==> config.mk <==
export PLATFORM = sky130hd
export DESIGN_NAME = joypad_port_registers_flat
export DESIGN_NICKNAME = d
export VERILOG_FILES = /design/src/rtl/jpr_pkg.sv /design/src/rtl/jpr_if.sv /design/src/rtl/jpr_regfile.sv /design/src/rtl/jpr_read_decode.sv /design/src/rtl/joypad_port_registers.sv /design/src/flat_wrapper.sv
export VERILOG_INCLUDE_DIRS = /design/src /design/src/rtl
export SDC_FILE = /design/constraint.sdc
export NUM_CORES = 1
export LEC_CHECK = 0
export BUFFER_PORTS_ARGS = -buffer_cell sky130_fd_sc_hd__buf_2
export CAP_MARGIN = 20
export CORE_UTILIZATION = 48
export CTS_CLUSTER_SIZE = 25
export DETAILED_ROUTE_END_ITERATION = 12
export GPL_ROUTABILITY_DRIVEN = 0
export PLACE_DENSITY = 0.8
export SETUP_SLACK_MARGIN = 0.05
export SYNTH_ARGS = -nofsm -noshare
export SYNTH_HDL_FRONTEND = slang
export SYNTH_HIERARCHICAL = 1
export SYNTH_SLANG_ARGS = --single-unit
==> constraint.sdc <==
create_clock -name clk -period 1.7 [get_ports clk]
set_input_delay 0.17 -clock clk [delete_from_list [all_inputs] [get_ports clk]]
set_output_delay 0.17 -clock clk [all_outputs]
set_load 0.03 [all_outputs]
==> src/rtl/assert_macros.svh <==
// Assertion macros used by the joypad port registers top level.
`ifndef ASSERT_MACROS_SVH
`define ASSERT_MACROS_SVH
`ifndef SYNTHESIS
`define JPR_ASSERT(name, prop, msg) \
  name: assert property (@(posedge clk) disable iff (rst) prop) else $error(msg);
`define JPR_ASSERT_RST(name, prop, msg) \
  name: assert property (@(posedge clk) prop) else $error(msg);
`else
`define JPR_ASSERT(name, prop, msg)
`define JPR_ASSERT_RST(name, prop, msg)
`endif
`endif

==> src/rtl/jpr_pkg.sv <==
// Types, constants and decode functions of the joypad port registers.
package jpr_pkg;

  localparam logic FUNC_READ  = 1'b0;
  localparam logic FUNC_WRITE = 1'b1;

  localparam logic [1:0] OFF_MATRIX = 2'd0;
  localparam logic [1:0] OFF_SELECT = 2'd1;
  localparam logic [1:0] OFF_FIRE   = 2'd2;
  localparam logic [1:0] OFF_SPARE  = 2'd3;

  localparam logic [4:0] IDX_FIRE_A = 5'd16;
  localparam logic [4:0] IDX_FIRE_B = 5'd17;
  localparam logic [4:0] IDX_FIRE_C = 5'd18;
  localparam logic [4:0] IDX_PAUSE  = 5'd19;
  localparam logic [4:0] IDX_OPTION = 5'd20;

  localparam logic [3:0] SEL_E = 4'hE;
  localparam logic [3:0] SEL_D = 4'hD;
  localparam logic [3:0] SEL_B = 4'hB;
  localparam logic [3:0] SEL_7 = 4'h7;

  localparam logic [15:0] READ_IDLE = 16'hFFFF;
  localparam logic [15:0] FIRE_BASE = 16'hFF6F;

  localparam int NUM_BYTES = 4;

  typedef struct packed {
    logic        func;
    logic [1:0]  word_offset;
    logic [15:0] write_data;
    logic [20:0] pad0_buttons;
    logic [20:0] pad1_buttons;
  } req_t;

  typedef struct packed {
    logic [7:0] row_sel;
    logic       pads_en;
    logic       audio_en;
  } state_t;

  typedef struct packed {
    logic       hit;
    logic [1:0] row;
  } row_t;

  function automatic row_t pad0_row(input logic [3:0] sel);
    row_t r;
    r.hit = 1'b1;
    r.row = 2'd0;
    unique case (sel)
      SEL_E:   r.row = 2'd0;
      SEL_D:   r.row = 2'd1;
      SEL_B:   r.row = 2'd2;
      SEL_7:   r.row = 2'd3;
      default: r.hit = 1'b0;
    endcase
    return r;
  endfunction

  function automatic row_t pad1_row(input logic [3:0] sel);
    row_t r;
    r.hit = 1'b1;
    r.row = 2'd0;
    unique case (sel)
      SEL_7:   r.row = 2'd0;
      SEL_B:   r.row = 2'd1;
      SEL_D:   r.row = 2'd2;
      SEL_E:   r.row = 2'd3;
      default: r.hit = 1'b0;
    endcase
    return r;
  endfunction

  function automatic logic [4:0] fire_idx(input logic [1:0] row);
    logic [4:0] idx;
    unique case (row)
      2'd0:    idx = IDX_FIRE_A;
      2'd1:    idx = IDX_FIRE_B;
      2'd2:    idx = IDX_FIRE_C;
      default: idx = IDX_OPTION;
    endcase
    return idx;
  endfunction

  function automatic logic [3:0] group_bits(input logic [20:0] pad, input logic [1:0] row);
    logic [3:0] g;
    unique case (row)
      2'd0:    g = pad[3:0];
      2'd1:    g = pad[7:4];
      2'd2:    g = pad[11:8];
      default: g = pad[15:12];
    endcase
    return g;
  endfunction

endpackage

==> src/rtl/jpr_if.sv <==
// Valid/ready channel interfaces for port accesses and read results.
interface jpr_req_if;
  logic        valid;
  logic        ready;
  logic        func;
  logic [1:0]  word_offset;
  logic [15:0] write_data;
  logic [20:0] pad0_buttons;
  logic [20:0] pad1_buttons;

  modport source (output valid, func, word_offset, write_data, pad0_buttons, pad1_buttons,
                  input ready);
  modport sink (input valid, func, word_offset, write_data, pad0_buttons, pad1_buttons,
                output ready);
endinterface

interface jpr_rsp_if;
  logic        valid;
  logic        ready;
  logic [15:0] read_data;

  modport source (output valid, read_data, input ready);
  modport sink (input valid, read_data, output ready);
endinterface

==> src/rtl/jpr_regfile.sv <==
// Four-byte port register file with the pad and audio enable bits.
module jpr_regfile (
  input  logic            clk,
  input  logic            rst,
  input  logic            wr_en,
  input  logic [1:0]      wr_offset,
  input  logic [15:0]     wr_data,
  output jpr_pkg::state_t state
);

  logic [7:0] port_bytes [jpr_pkg::NUM_BYTES];
  logic       pads_en;
  logic       audio_en;

  always_ff @(posedge clk) begin
    if (rst) begin
      for (int i = 0; i < jpr_pkg::NUM_BYTES; i++) begin
        port_bytes[i] <= 8'h00;
      end
      pads_en  <= 1'b0;
      audio_en <= 1'b0;
    end else if (wr_en) begin
      for (int i = 0; i < jpr_pkg::NUM_BYTES; i++) begin
        if (wr_offset == 2'(i)) begin
          port_bytes[i] <= wr_data[15:8];
        end else if (i > 0 && wr_offset == 2'(i - 1)) begin
          port_bytes[i] <= wr_data[7:0];
        end
      end
      if (wr_offset == jpr_pkg::OFF_MATRIX) begin
        audio_en <= wr_data[8];
        pads_en  <= wr_data[15];
      end
    end
  end

  assign state.row_sel  = port_bytes[jpr_pkg::OFF_SELECT];
  assign state.pads_en  = pads_en;
  assign state.audio_en = audio_en;

endmodule

==> src/rtl/jpr_read_decode.sv <==
// Read data decode from the row selects and the button inputs.
module jpr_read_decode (
  input  jpr_pkg::req_t   req,
  input  jpr_pkg::state_t state,
  input  logic            ntsc,
  output logic [15:0]     read_data
);

  jpr_pkg::row_t r0;
  jpr_pkg::row_t r1;
  logic [3:0]    g0;
  logic [3:0]    g1;

  always_comb begin
    r0 = jpr_pkg::pad0_row(state.row_sel[3:0]);
    r1 = jpr_pkg::pad1_row(state.row_sel[7:4]);
    g0 = jpr_pkg::group_bits(req.pad0_buttons, r0.row);
    g1 = jpr_pkg::group_bits(req.pad1_buttons, r1.row);
    read_data = jpr_pkg::READ_IDLE;
    case (req.word_offset)
      jpr_pkg::OFF_MATRIX: begin
        if (state.pads_en) begin
          if (r0.hit) begin
            read_data[11:8] = ~g0;
            if (r0.row != 2'd0) begin
              read_data[{2'b00, r0.row}] = 1'b0;
            end
          end
          if (r1.hit) begin
            read_data[15:12] = ~g1;
            read_data[4'd7 - {2'b00, r1.row}] = 1'b0;
          end
        end
      end
      jpr_pkg::OFF_FIRE: begin
        read_data    = jpr_pkg::FIRE_BASE;
        read_data[4] = ntsc;
        if (state.pads_en) begin
          if (r0.hit) begin
            if (req.pad0_buttons[jpr_pkg::fire_idx(r0.row)]) begin
              read_data[1] = 1'b0;
            end
            if (r0.row == 2'd0 && req.pad0_buttons[jpr_pkg::IDX_PAUSE]) begin
              read_data[0] = 1'b0;
            end
          end
          if (r1.hit) begin
            if (req.pad1_buttons[jpr_pkg::fire_idx(r1.row)]) begin
              read_data[3] = 1'b0;
            end
            if (r1.row == 2'd0 && req.pad1_buttons[jpr_pkg::IDX_PAUSE]) begin
              read_data[2] = 1'b0;
            end
          end
        end
      end
      default: read_data = jpr_pkg::READ_IDLE;
    endcase
  end

endmodule

==> src/rtl/joypad_port_registers.sv <==
// Top level of the two-pad joystick port registers.
// Usage: each transaction on req is one port access. func selects read or
// write, word_offset the byte offset, write_data the data of a write, and
// pad0_buttons and pad1_buttons carry the current pressed flags of both pads.
// A write updates the register file and produces no transaction on rsp.
// A read produces exactly one rsp transaction carrying read_data.
// A read is held in the input register, where the decode reads the
// register file, and is then captured in the result register once it is
// free, so rsp valid rises after both registers. Writes take effect as they
// leave the input register, so later reads always see them. Throughput is
// one access per cycle while no read waits on a stalled rsp.
// When the receiver stalls rsp, the result register holds its data, and the
// input register keeps taking writes; a waiting read holds req ready low.
// cfg_we with cfg_wdata sets the NTSC identification bit, reset value one.
// Reset clears the register file, both enable bits and both pipeline stages.
`include "assert_macros.svh"

module joypad_port_registers (
  input  logic      clk,
  input  logic      rst,
  input  logic      cfg_we,
  input  logic      cfg_wdata,
  jpr_req_if.sink   req,
  jpr_rsp_if.source rsp
);

  logic            ntsc;
  logic            s1_valid;
  jpr_pkg::req_t   s1;
  logic            s1_is_write;
  logic            s1_write;
  logic            s1_adv;
  logic            out_free;
  logic            out_load;
  logic            out_valid;
  logic [15:0]     out_data;
  logic [15:0]     read_next;
  jpr_pkg::state_t state;

  assign s1_is_write = (s1.func == jpr_pkg::FUNC_WRITE);
  assign s1_write    = s1_valid && s1_is_write;
  assign out_free    = !out_valid || rsp.ready;
  assign s1_adv      = s1_is_write || out_free;
  assign out_load    = s1_valid && !s1_is_write && s1_adv;
  assign req.ready   = !s1_valid || s1_adv;

  always_ff @(posedge clk) begin
    if (rst) begin
      ntsc <= 1'b1;
    end else if (cfg_we) begin
      ntsc <= cfg_wdata;
    end
  end

  always_ff @(posedge clk) begin
    if (rst) begin
      s1_valid <= 1'b0;
    end else if (req.ready) begin
      s1_valid <= req.valid;
    end
  end

  always_ff @(posedge clk) begin
    if (req.valid && req.ready) begin
      s1.func         <= req.func;
      s1.word_offset  <= req.word_offset;
      s1.write_data   <= req.write_data;
      s1.pad0_buttons <= req.pad0_buttons;
      s1.pad1_buttons <= req.pad1_buttons;
    end
  end

  jpr_regfile u_regfile (
    .clk       (clk),
    .rst       (rst),
    .wr_en     (s1_write),
    .wr_offset (s1.word_offset),
    .wr_data   (s1.write_data),
    .state     (state)
  );

  jpr_read_decode u_decode (
    .req       (s1),
    .state     (state),
    .ntsc      (ntsc),
    .read_data (read_next)
  );

  always_ff @(posedge clk) begin
    if (rst) begin
      out_valid <= 1'b0;
    end else if (out_load) begin
      out_valid <= 1'b1;
    end else if (rsp.ready) begin
      out_valid <= 1'b0;
    end
  end

  always_ff @(posedge clk) begin
    if (out_load) begin
      out_data <= read_next;
    end
  end

  assign rsp.valid     = out_valid;
  assign rsp.read_data = out_data;

  `JPR_ASSERT(a_read_yields_result, out_load |=> out_valid, "read result not loaded")
  `JPR_ASSERT(a_write_no_result, s1_write && out_free |=> !out_valid, "write produced a result")
  `JPR_ASSERT(a_ready_when_empty, !out_valid |-> req.ready, "input stalled while output empty")
  `JPR_ASSERT_RST(a_reset_clears, rst |=> !out_valid && !s1_valid, "pipeline not reset")

endmodule
==> src/flat_wrapper.sv <==
// flat-port wrapper written by rule: the top's interface ports become plain ports
module joypad_port_registers_flat 
  (clk, rst, cfg_we, cfg_wdata, req_valid, req_func, req_word_offset, req_write_data, req_pad0_buttons, req_pad1_buttons, req_ready, rsp_valid, rsp_read_data, rsp_ready);
  jpr_req_if req_i ();
  jpr_rsp_if rsp_i ();
  input  logic clk;
  input  logic rst;
  input  logic cfg_we;
  input  logic cfg_wdata;
  input wire logic [$bits(req_i.valid)-1:0] req_valid;
  input wire logic [$bits(req_i.func)-1:0] req_func;
  input wire logic [$bits(req_i.word_offset)-1:0] req_word_offset;
  input wire logic [$bits(req_i.write_data)-1:0] req_write_data;
  input wire logic [$bits(req_i.pad0_buttons)-1:0] req_pad0_buttons;
  input wire logic [$bits(req_i.pad1_buttons)-1:0] req_pad1_buttons;
  output wire logic [$bits(req_i.ready)-1:0] req_ready;
  output wire logic [$bits(rsp_i.valid)-1:0] rsp_valid;
  output wire logic [$bits(rsp_i.read_data)-1:0] rsp_read_data;
  input wire logic [$bits(rsp_i.ready)-1:0] rsp_ready;
  assign req_i.valid = req_valid;
  assign req_i.func = req_func;
  assign req_i.word_offset = req_word_offset;
  assign req_i.write_data = req_write_data;
  assign req_i.pad0_buttons = req_pad0_buttons;
  assign req_i.pad1_buttons = req_pad1_buttons;
  assign req_ready = req_i.ready;
  assign rsp_valid = rsp_i.valid;
  assign rsp_read_data = rsp_i.read_data;
  assign rsp_i.ready = rsp_ready;
  joypad_port_registers u_core (.clk(clk), .rst(rst), .cfg_we(cfg_we), .cfg_wdata(cfg_wdata), .req(req_i), .rsp(rsp_i));
endmodule
==> results of run 1 <==
per-layer routing:
layer	vias up	track usage, %	share of wire [%]	wire length, um
li1	1278	-	-	-
met1	1311	25.5	40	3340
met2	134	35.9	50	4220
met3	32	4.06	5.9	495
met4	0	14.6	3.7	308
met5	-	0	0	0
power breakdown:
part           internal, uW  leakage (uW)  switching, uW
Clock                   680     0.0000876            677
Combinational           264       0.00112            207
Sequential             2510      0.000851           47.8
stage by stage:
step	TNS (ns)	cell area, sq um	setup slack (ns)
final	-0.565	5330	-0.134
after global routing	-1.00	5330	-0.166
after CTS	-0.103	5250	-0.0305
after detailed placement	-0.345	4300	-0.0763
after global placement	-0.179	4300	-0.0458
after floorplan	-0.528	3680	-0.120
flip-flops by register name, indices dropped and copies added (netlist names):
signal                       cells
u_core/ntsc                      1
u_core/rsp.read_data            16
u_core/rsp.valid                 1
u_core/s1                       60
u_core/s1_is_write               1
u_core/s1_valid                  1
u_core/u_regfile/pads_en         1
u_core/u_regfile/port_bytes      8
final timing paths:
check	from	endpoint	slack (ns)	depth (start not counted)
worst max-delay path	u_core/u_regfile/port_bytes[1][6]$_SDFFCE_PN0P_	u_core/rsp.read_data[12]$_DFFE_PP_	-0.13	5
worst min-delay path	req_pad1_buttons[18]	u_core/s1[18]$_DFFE_PP_	0.03	1
worst max register to register	u_core/u_regfile/port_bytes[1][6]$_SDFFCE_PN0P_	u_core/rsp.read_data[12]$_DFFE_PP_	-0.13	5
worst min register to register	u_core/s1_valid$_SDFFE_PP0P_	u_core/s1_valid$_SDFFE_PP0P_	0.55	2
worst register-to-register path, cell delays in order, from the launching register on:
cell	delay, ns
edfxtp_1	0.46
buf_4	0.23
xnor2_1	0.17
a211o_1	0.25
a21oi_1	0.11
or3_1	0.37
cell type report:
type	instances	share of cell area, %
inverter	6	0.469
timing repair buffer	183	25.5
sequential	89	49.4
multi-input combinational	123	19.0
clock buffer	13	2.60
tap	99	2.32
clock inverter	3	0.798
placed cells by master (no fill, tap or decap), types with 5 or more instances in the layout:
cell	count
a31oi_1	6
dlygate4sd3_1	59
buf_2	84
nand4b_1	10
a221oi_2	5
nor2_1	10
clkbuf_8	9
a21oi_1	7
or3_1	8
buf_4	32
nand2b_1	5
mux2i_1	9
buf_6	6
nor2_2	8
edfxtp_1	85
what timing repair did:
action / 4_1_cts / 5_1_grt
buffers inserted: 14 / 6
pin swaps: 10 / 14
hold endpoints to repair: 59 / 0
resized for setup: 18 / 12
gates cloned: 0 / 0
hold buffers: 59 / 0
endpoints found under the setup margin: 11 / 12
==> metrics.csv, run 1 <==
metric,value,unit
WS Path Type,reg -> reg,
CP Max Fanout,15,
Register Area,2630,sq um
total power,4390,uW
Fillers,449,
vias,2755,
Worst Path Arrival,1.93,ns
Syn. warnings,6,
fmax,545,MHz
drt via density,5.34,
Final WS setup,-0.134,ns
largest net degree at the start of global routing,25,
PortBufs,84,
Pre-Repair DR Iteration Count,6,
Routed WL,8370,um
Initial Utilization,49.9,%
Core Area,7330,sq um
final core utilization,72.8,%
Max stage delay on crit path,0.46,ns
Mapped Area,3660,sq um
crit path capture type,register,
Max Slew Vio Count,0,
Required @ worst endpoint,1.80,ns
Syn Inst Count,233,
Power Dens Cells,823,nW/um^2
critical path's slowest cell,edfxtp_1,
Slew @ Worst Pin,0.403,ns
global-route wire length before repair,12400,um
detailed-placement wirelength estimate,4560,um
Total GRT Usage,21.5,%
die width,89.3,um
violated checks,setup timing,
unrepaired setup endpoints after global routing,true,
total gr overflow,0,
Finished Layout Cells,516,
antenna violations before repair,0,
Clock Latency Late Sink,0.35,ns
cell count after placement,421,
multi-input logic area,1010,sq um
share of layout cells above drive strength 1,41.0,%
row count,31,
Synth Net Count,300,
Buf/Inv on CP,1,
DR WL/cell,16.2,um
Peak VDD IR,553,uV
Max Buffers Root-to-Sink,2,
Leak,0.00206,uW
H-tree levels,3,
CTS tree,yes,
CTS buffer count,9,
crit-path leading delay family,flip-flops,
post-route ant nets,0,
final hold vios,0,
number of diodes,0,
max_cap viols,0,
worst clock skew,0.00941,ns
Clock transition at path regs,0.08,ns
CP cell instances,buf_4 -> xnor2_1 -> a211o_1 -> a21oi_1 -> or3_1,
total die area,7980,sq um
I/O Pins,85,
Syn Area/Cell,15.7,sq um
vias in the first global route,2645,
Final Setup Violations,8,
die height,89.3,um
max_slew headroom,73.0,%
Layout area overhead,45.7,%
status,"finished, violations left",
drt drc,0,
Hold WS,0.0265,ns
Startpoint Class,register,
Root Buffer,clkbuf_8,
Tcrit/Tclk final,108,%
nets,479,
DRT iter0 DRCs,176,
clock sinks,89,
minimum clock period,1.83,ns
Hold Path Class,in -> reg,
No activity file was read; power rests on OpenSTA's default activity.
==> run 2, diff against run 1 <==
Settings changed: HOLD_SLACK_MARGIN set to 0.02, SETUP_SLACK_MARGIN 0.05 to not set.
==> run 2 against run 1 <==
Register-to-register slack hardly changed. Critical endpoint is now u_core/rsp.read_data[13]$_DFFE_PP_. Utilization is 0.36 points lower. Global-route usage is 1.3 points lower. The run still ends with setup timing left. Largest power group unchanged. Worst setup slack better by 0.0071 ns.
==> metrics.csv, run 2 (synthesis gave the netlist of run 1 again) <==
metric,value,unit,change
largest net degree at the start of global routing,25,,unchanged
drt drc,0,,unchanged
Clock transition at path regs,0.08,ns,about the same
"most common cell after layout, fill and taps aside",edfxtp_1,,
H-tree levels,3,,unchanged
Max stage delay on crit path,0.46,ns,about the same
detailed-placement wirelength estimate,4600,um,+0.83%
total gr overflow,0,,unchanged
Total GRT Usage,20.3,%,-1.3 points
DR WL/cell,16.0,um,-1.3%
Pre-Repair DR Iteration Count,4,,-2
Gate power share,9.7,%,-1.0 points
fmax,548,MHz,+0.39%
Hold Path Class,in -> reg,,
Peak VDD IR,522,uV,-5.7%
max reg flops,60,,unchanged
worst min-delay path endpoint,u_core/ntsc$_SDFFE_PP1P_,,
flop-to-flop setup slack,-0.13,ns,about the same
Required @ worst endpoint,1.79,ns,about the same
Leak,0.00205,uW,-0.22%
Biggest register,u_core/s1,,
final hold vios,0,,unchanged
CTS buffer count,9,,unchanged
Layout area overhead,45.0,%,
drt via density,5.09,,-4.7%
reg2reg start,u_core/u_regfile/port_bytes[1][4]$_SDFFCE_PN0P_,,
Final Setup Violations,9,,+1
vias,2604,,-5.5%
post-route ant nets,0,,unchanged
DRT iter0 DRCs,146,,-17%
worst reg2reg path endpoint,u_core/rsp.read_data[13]$_DFFE_PP_,,
Switching Fraction,20.7,%,-0.54 points
max_cap viols,0,,unchanged
worst clock skew,0.0127,ns,+0.00325 ns
Max Slew Vio Count,0,,unchanged
met3 usage,4.52,%,+0.46 points
hold path start,cfg_we,,
die height,89.3,um,unchanged
Max Buffers Root-to-Sink,2,,unchanged
"commonest cells after routing, fill and taps aside","85 x edfxtp_1, 84 x buf_2, 62 x dlygate4sd3_1, 28 x buf_4, 12 x clkbuf_8",,
global-route wire length before repair,11600,um,-6.1%
Final WS setup,-0.126,ns,+0.00715 ns
Switch Pwr,971,uW,+4.1%
WS Path Type,reg -> reg,,
CP cell instances,buf_6 -> nand3b_1 -> a31oi_1 -> a21oi_1 -> or3_1,,
status,"finished, violations left",,
CP Max Fanout,7,,-8
GR peak layer,met2,,
max_slew headroom,72.8,%,-0.17 points
internal power,3720,uW,+7.5%
total die area,7980,sq um,unchanged
nets,475,,-0.84%
Area after DPL,4300,sq um,about the same
clock sinks,89,,unchanged
dpl ws,-0.0882,ns,-0.0119 ns
total power,4690,uW,+6.8%
Initial Utilization,49.9,%,unchanged
Root Buffer,clkbuf_8,,
Routed WL,8190,um,-2.1%
share of layout cells above drive strength 1,39.0,%,-2.0 points
met2 Usage GRT,36.2,%,+0.28 points
hold path depth,2,,+1
violated checks,setup timing,,
Reg power frac,54.6,%,-3.8 points
Power Dens Cells,884,nW/um^2,+7.3%
crit path capture type,register,,
R2R cell count,5,,unchanged
die width,89.3,um,unchanged
Startpoint Class,register,,
I/O Pins,85,,unchanged
Slew @ Worst Pin,0.408,ns,+0.00534 ns
Core Area,7330,sq um,unchanged
antenna violations before repair,0,,unchanged
global-route met1 utilization,22.8,%,-2.7 points
critical path's slowest cell,edfxtp_1,,
Worst Path Arrival,1.92,ns,about the same
row count,31,,unchanged
minimum clock period,1.83,ns,-0.00715 ns
unrepaired setup endpoints after global routing,true,,
PortBufs,84,,unchanged
number of diodes,0,,unchanged
Clock Latency Late Sink,0.36,ns,about the same
Tcrit/Tclk final,107,%,-0.42 points
fin area,5310,sq um,-0.49%
CTS tree,yes,,
clock network power share,35.7,%,+4.8 points
vias in the first global route,2500,,-5.5%
## run 2: cell types whose count changed in the layout (fill, tap and decap cells not counted), moves of 2 or more
cell           change
buf_4              -4
buf_6              -2
clkbuf_1           -4
clkbuf_8           +3
dlygate4sd3_1      +3
inv_1              +2
nor2b_4            -2
## run 2: routing by layer
layer	up-vias	wire length [um]
li1	1265	-
met1	1234	3340
met2	90	4380
met3	15	282
met4	0	179
met5	-	0
## run 2: through the flow
stage | std cells | hold WS [ns] | TNS [ns] | util, %
floorplan | 233 | 0.232 | -0.528 | -
detailed placement | 423 | 0.348 | -0.389 | 58.7
CTS | 503 | 0.0223 | -0.319 | 70.7
global placement | 423 | 0.346 | -0.148 | 58.7
finish | 512 | 0.0378 | -0.708 | 72.4
global route | 512 | 0.0209 | -1.06 | 72.4
## run 2: power by group through the flow
| stage | clock network [uW] | logic, uW | registers (uW) |
|---|---|---|---|
| after floorplan | 0 | 148 | 2610 |
| after global placement | 0 | 292 | 2600 |
| after detailed placement | 0 | 300 | 2610 |
| after CTS | 1670 | 415 | 2560 |
| after global routing | 1780 | 488 | 2570 |
| final | 1670 | 457 | 2560 |
## run 2: worst max path at each step
stage	slack [ns]	start	cells past startpoint	end
floorplan	-0.12	u_core/s1[59]$_DFFE_PP_	3	u_core/rsp.read_data[12]$_DFFE_PP_
global placement	-0.04	u_core/u_regfile/port_bytes[1][6]$_SDFFCE_PN0P_	4	u_core/rsp.read_data[14]$_DFFE_PP_
detailed placement	-0.09	u_core/u_regfile/port_bytes[1][6]$_SDFFCE_PN0P_	4	u_core/rsp.read_data[13]$_DFFE_PP_
CTS	-0.08	u_core/u_regfile/port_bytes[1][6]$_SDFFCE_PN0P_	5	u_core/rsp.read_data[12]$_DFFE_PP_
global route	-0.17	u_core/u_regfile/port_bytes[1][4]$_SDFFCE_PN0P_	5	u_core/rsp.read_data[13]$_DFFE_PP_
finish	-0.13	u_core/u_regfile/port_bytes[1][4]$_SDFFCE_PN0P_	5	u_core/rsp.read_data[13]$_DFFE_PP_
## run 2: what timing repair did
action | in CTS | in global routing
pin swaps | 2 | 9
resized for setup | 1 | 17
setup buffers | 2 | 9
hold buffers | 62 | 0
setup endpoints to repair | 8 | 11
hold endpoints to repair | 62 | 0
## run 2: final cells by class
| cell class | instances | area, sq um |
|---|---|---|
| Clock buffer | 12 | 165 |
| Clock inverter | 4 | 73.8 |
| Fill cell | 455 | 2020 |
| Inverter | 6 | 22.5 |
| Multi-Input combinational cell | 123 | 973 |
| Sequential cell | 89 | 2630 |
| Tap cell | 99 | 124 |
| Timing Repair Buffer | 179 | 1320 |
## run 2: worst max-delay path: cells and delay by family, from the launching register on
kind	cells	cell delay [ns]
and+or+nand+nor	2	0.62
DFF	1	0.46
AOI/OAI and AO/OA	2	0.32
buffers and inverters	1	0.17
==> run 3, diff against run 2 <==
Settings changed: CORE_UTILIZATION 48 to 55, PLACE_DENSITY 0.8 to 0.86.
Clock period 1.7 ns to 2.3 ns, I/O delays scaled along.
==> run 3 against run 2 <==
The flow now finishes without violations. Combinational power down 56%. First-iteration DRC count is 44% higher. Final area is 18% lower. Largest cell class unchanged.
==> metrics.csv, run 3 (synthesis gave the netlist of run 1 again) <==
metric,value,unit,change
Initial Utilization,57.3,%,+7.4 points
Power Dens Cells,736,nW/um^2,-17%
CP Max Fanout,13,,+6
internal power,2590,uW,-30%
post-cts resize count,0,,-1
Root Buffer,clkbuf_8,,
detailed-placement wirelength estimate,4310,um,-6.2%
Final Setup Violations,0,,-9
postcts setup bufs,0,,-2
worst clock skew,0.00469,ns,-0.00797 ns
total die area,6980,sq um,-12%
Routed WL,6060,um,-26%
die height,83.6,um,-6.4%
Final WS setup,0.289,ns,+0.415 ns
final hold vios,0,,unchanged
Max stage delay on crit path,0.54,ns,+0.08 ns
Worst Path Arrival,2.10,ns,+0.18 ns
die width,83.6,um,-6.4%
I/O Pins,85,,unchanged
Required @ worst endpoint,2.39,ns,+0.60 ns
Fillers,447,,-1.8%
clock network power share,34.8,%,-0.9 points
WS Path Type,reg -> reg,,
Max Slew Vio Count,0,,unchanged
critical path's slowest cell,or4b_4,,
unrepaired setup endpoints after global routing,false,,
"commonest cells after routing, fill and taps aside","85 x edfxtp_1, 84 x buf_2, 10 x clkbuf_8, 10 x nor2_1, 10 x nand4b_1",,
fmax,497,MHz,-9.2%
setup_tns,0,ns,+0.708 ns
flop-to-flop setup slack,0.29,ns,+0.41 ns
minimum clock period,2.01,ns,+0.185 ns
vias,2196,,-16%
Switching Fraction,19.6,%,-1.1 points
CTS tree,yes,,
nets,387,,-19%
antenna violations before repair,0,,unchanged
Clock transition at path regs,0.08,ns,about the same
Clock Latency Late Sink,0.35,ns,about the same
Reg power frac,58.9,%,+4.3 points
crit path capture type,register,,
Peak VDD IR,473,uV,-9.3%
number of diodes,0,,unchanged
clock sinks,89,,unchanged
DR WL/cell,15.1,um,-5.6%
Tcrit/Tclk final,87.5,%,-20 points
drt via density,5.48,,+7.7%
max_cap viols,0,,unchanged
total gr overflow,0,,unchanged
status,finished clean,,
Layout area overhead,19.4,%,
Gate power share,6.2,%,-3.5 points
Pre-Repair DR Iteration Count,4,,unchanged
hold_buf cts,0,,-100%
Slew @ Worst Pin,0.423,ns,+0.0144 ns
max_slew headroom,71.8,%,-0.96 points
Biggest register,u_core/s1,,
PortBufs,84,,unchanged
row count,29,,-6.5%
post-route ant nets,0,,unchanged
DRT iter0 DRCs,210,,+44%
max reg flops,60,,unchanged
CP cell instances,buf_4 -> o21ai_0 -> or4b_4 -> or3_1,,
CTS buffer count,9,,unchanged
"most common cell after layout, fill and taps aside",edfxtp_1,,
vias in the first global route,2045,,-18%
Startpoint Class,register,,
global-route wire length before repair,9690,um,-17%
Core Area,6390,sq um,-13%
Buf/Inv on CP,1,,unchanged
Total GRT Usage,18.5,%,-1.8 points
dpl ws,0.321,ns,+0.409 ns
total power,3220,uW,-31%
drt drc,0,,unchanged
share of layout cells above drive strength 1,37.7,%,-1.3 points
Max Buffers Root-to-Sink,2,,unchanged
largest net degree at the start of global routing,34,,+36%
Switch Pwr,630,uW,-35%
Hold Path Class,in -> reg,,
crit-path leading delay family,simple AND/OR/NAND/NOR gates,,
H-tree levels,3,,unchanged
Leak,0.00163,uW,-20%
run 3: cell count changes in the layout (fill, tap and decap cells not counted), sizes merged:
cell         delta
buf            -26
clkinv          -1
dlygate4sd3    -62
run 3: layout make-up:
class                   instances  area (sq um)  area share (%)
clock buffers                  12           145            3.32
clock inverters                 3          65.1            1.49
inverters                       6          22.5           0.515
multi-input cells             123           923            21.1
flip-flops and latches         89          2630            60.2
well taps                      77          96.3            2.20
repair buffers                 91           485            11.1
run 3: final timing paths:
| kind | start | cells after the start | end |
|---|---|---|---|
| max reg2reg | u_core/u_regfile/port_bytes[1][6]$_SDFFCE_PN0P_ | 4 | u_core/rsp.read_data[13]$_DFFE_PP_ |
| max | u_core/u_regfile/port_bytes[1][6]$_SDFFCE_PN0P_ | 4 | u_core/rsp.read_data[13]$_DFFE_PP_ |
| min | req_pad1_buttons[20] | 1 | u_core/s1[20]$_DFFE_PP_ |
| min reg2reg | u_core/s1_valid$_SDFFE_PP0P_ | 2 | u_core/s1_valid$_SDFFE_PP0P_ |
run 3: through the flow:
stage | utilization (%) | hold slack [ns] | instances | area, sq um
global placement | 65.1 | 0.407 | 386 | 4160
CTS | 68.4 | 0.0401 | 401 | 4370
floorplan | - | 0.292 | 233 | 3660
detailed placement | 65.1 | 0.408 | 386 | 4160
global route | 68.4 | 0.0311 | 401 | 4370
finish | 68.4 | 0.0524 | 401 | 4370
run 3: per-layer routing:
layer	global-route usage (%)	vias to the layer above	wire length, um
met5	0	-	0
met4	10.5	0	198
met3	4.45	14	287
met2	29.2	69	2950
met1	23.6	1028	2620
li1	-	1085	-
run 3: worst register-to-register path, stage by stage (launching register included):
cell and delay [ns]:
edfxtp_1 0.51, buf_4 0.23, o21ai_0 0.09, or4b_4 0.54, or3_1 0.39
run 3: power by group through the flow:
stage / clock network [uW] / registers (uW) / logic (uW)
floorplan: 0 / 1930 / 107
global placement: 0 / 1930 / 192
detailed placement: 0 / 1930 / 200
CTS: 1150 / 1900 / 201
global route: 1210 / 1900 / 219
finish: 1120 / 1900 / 200
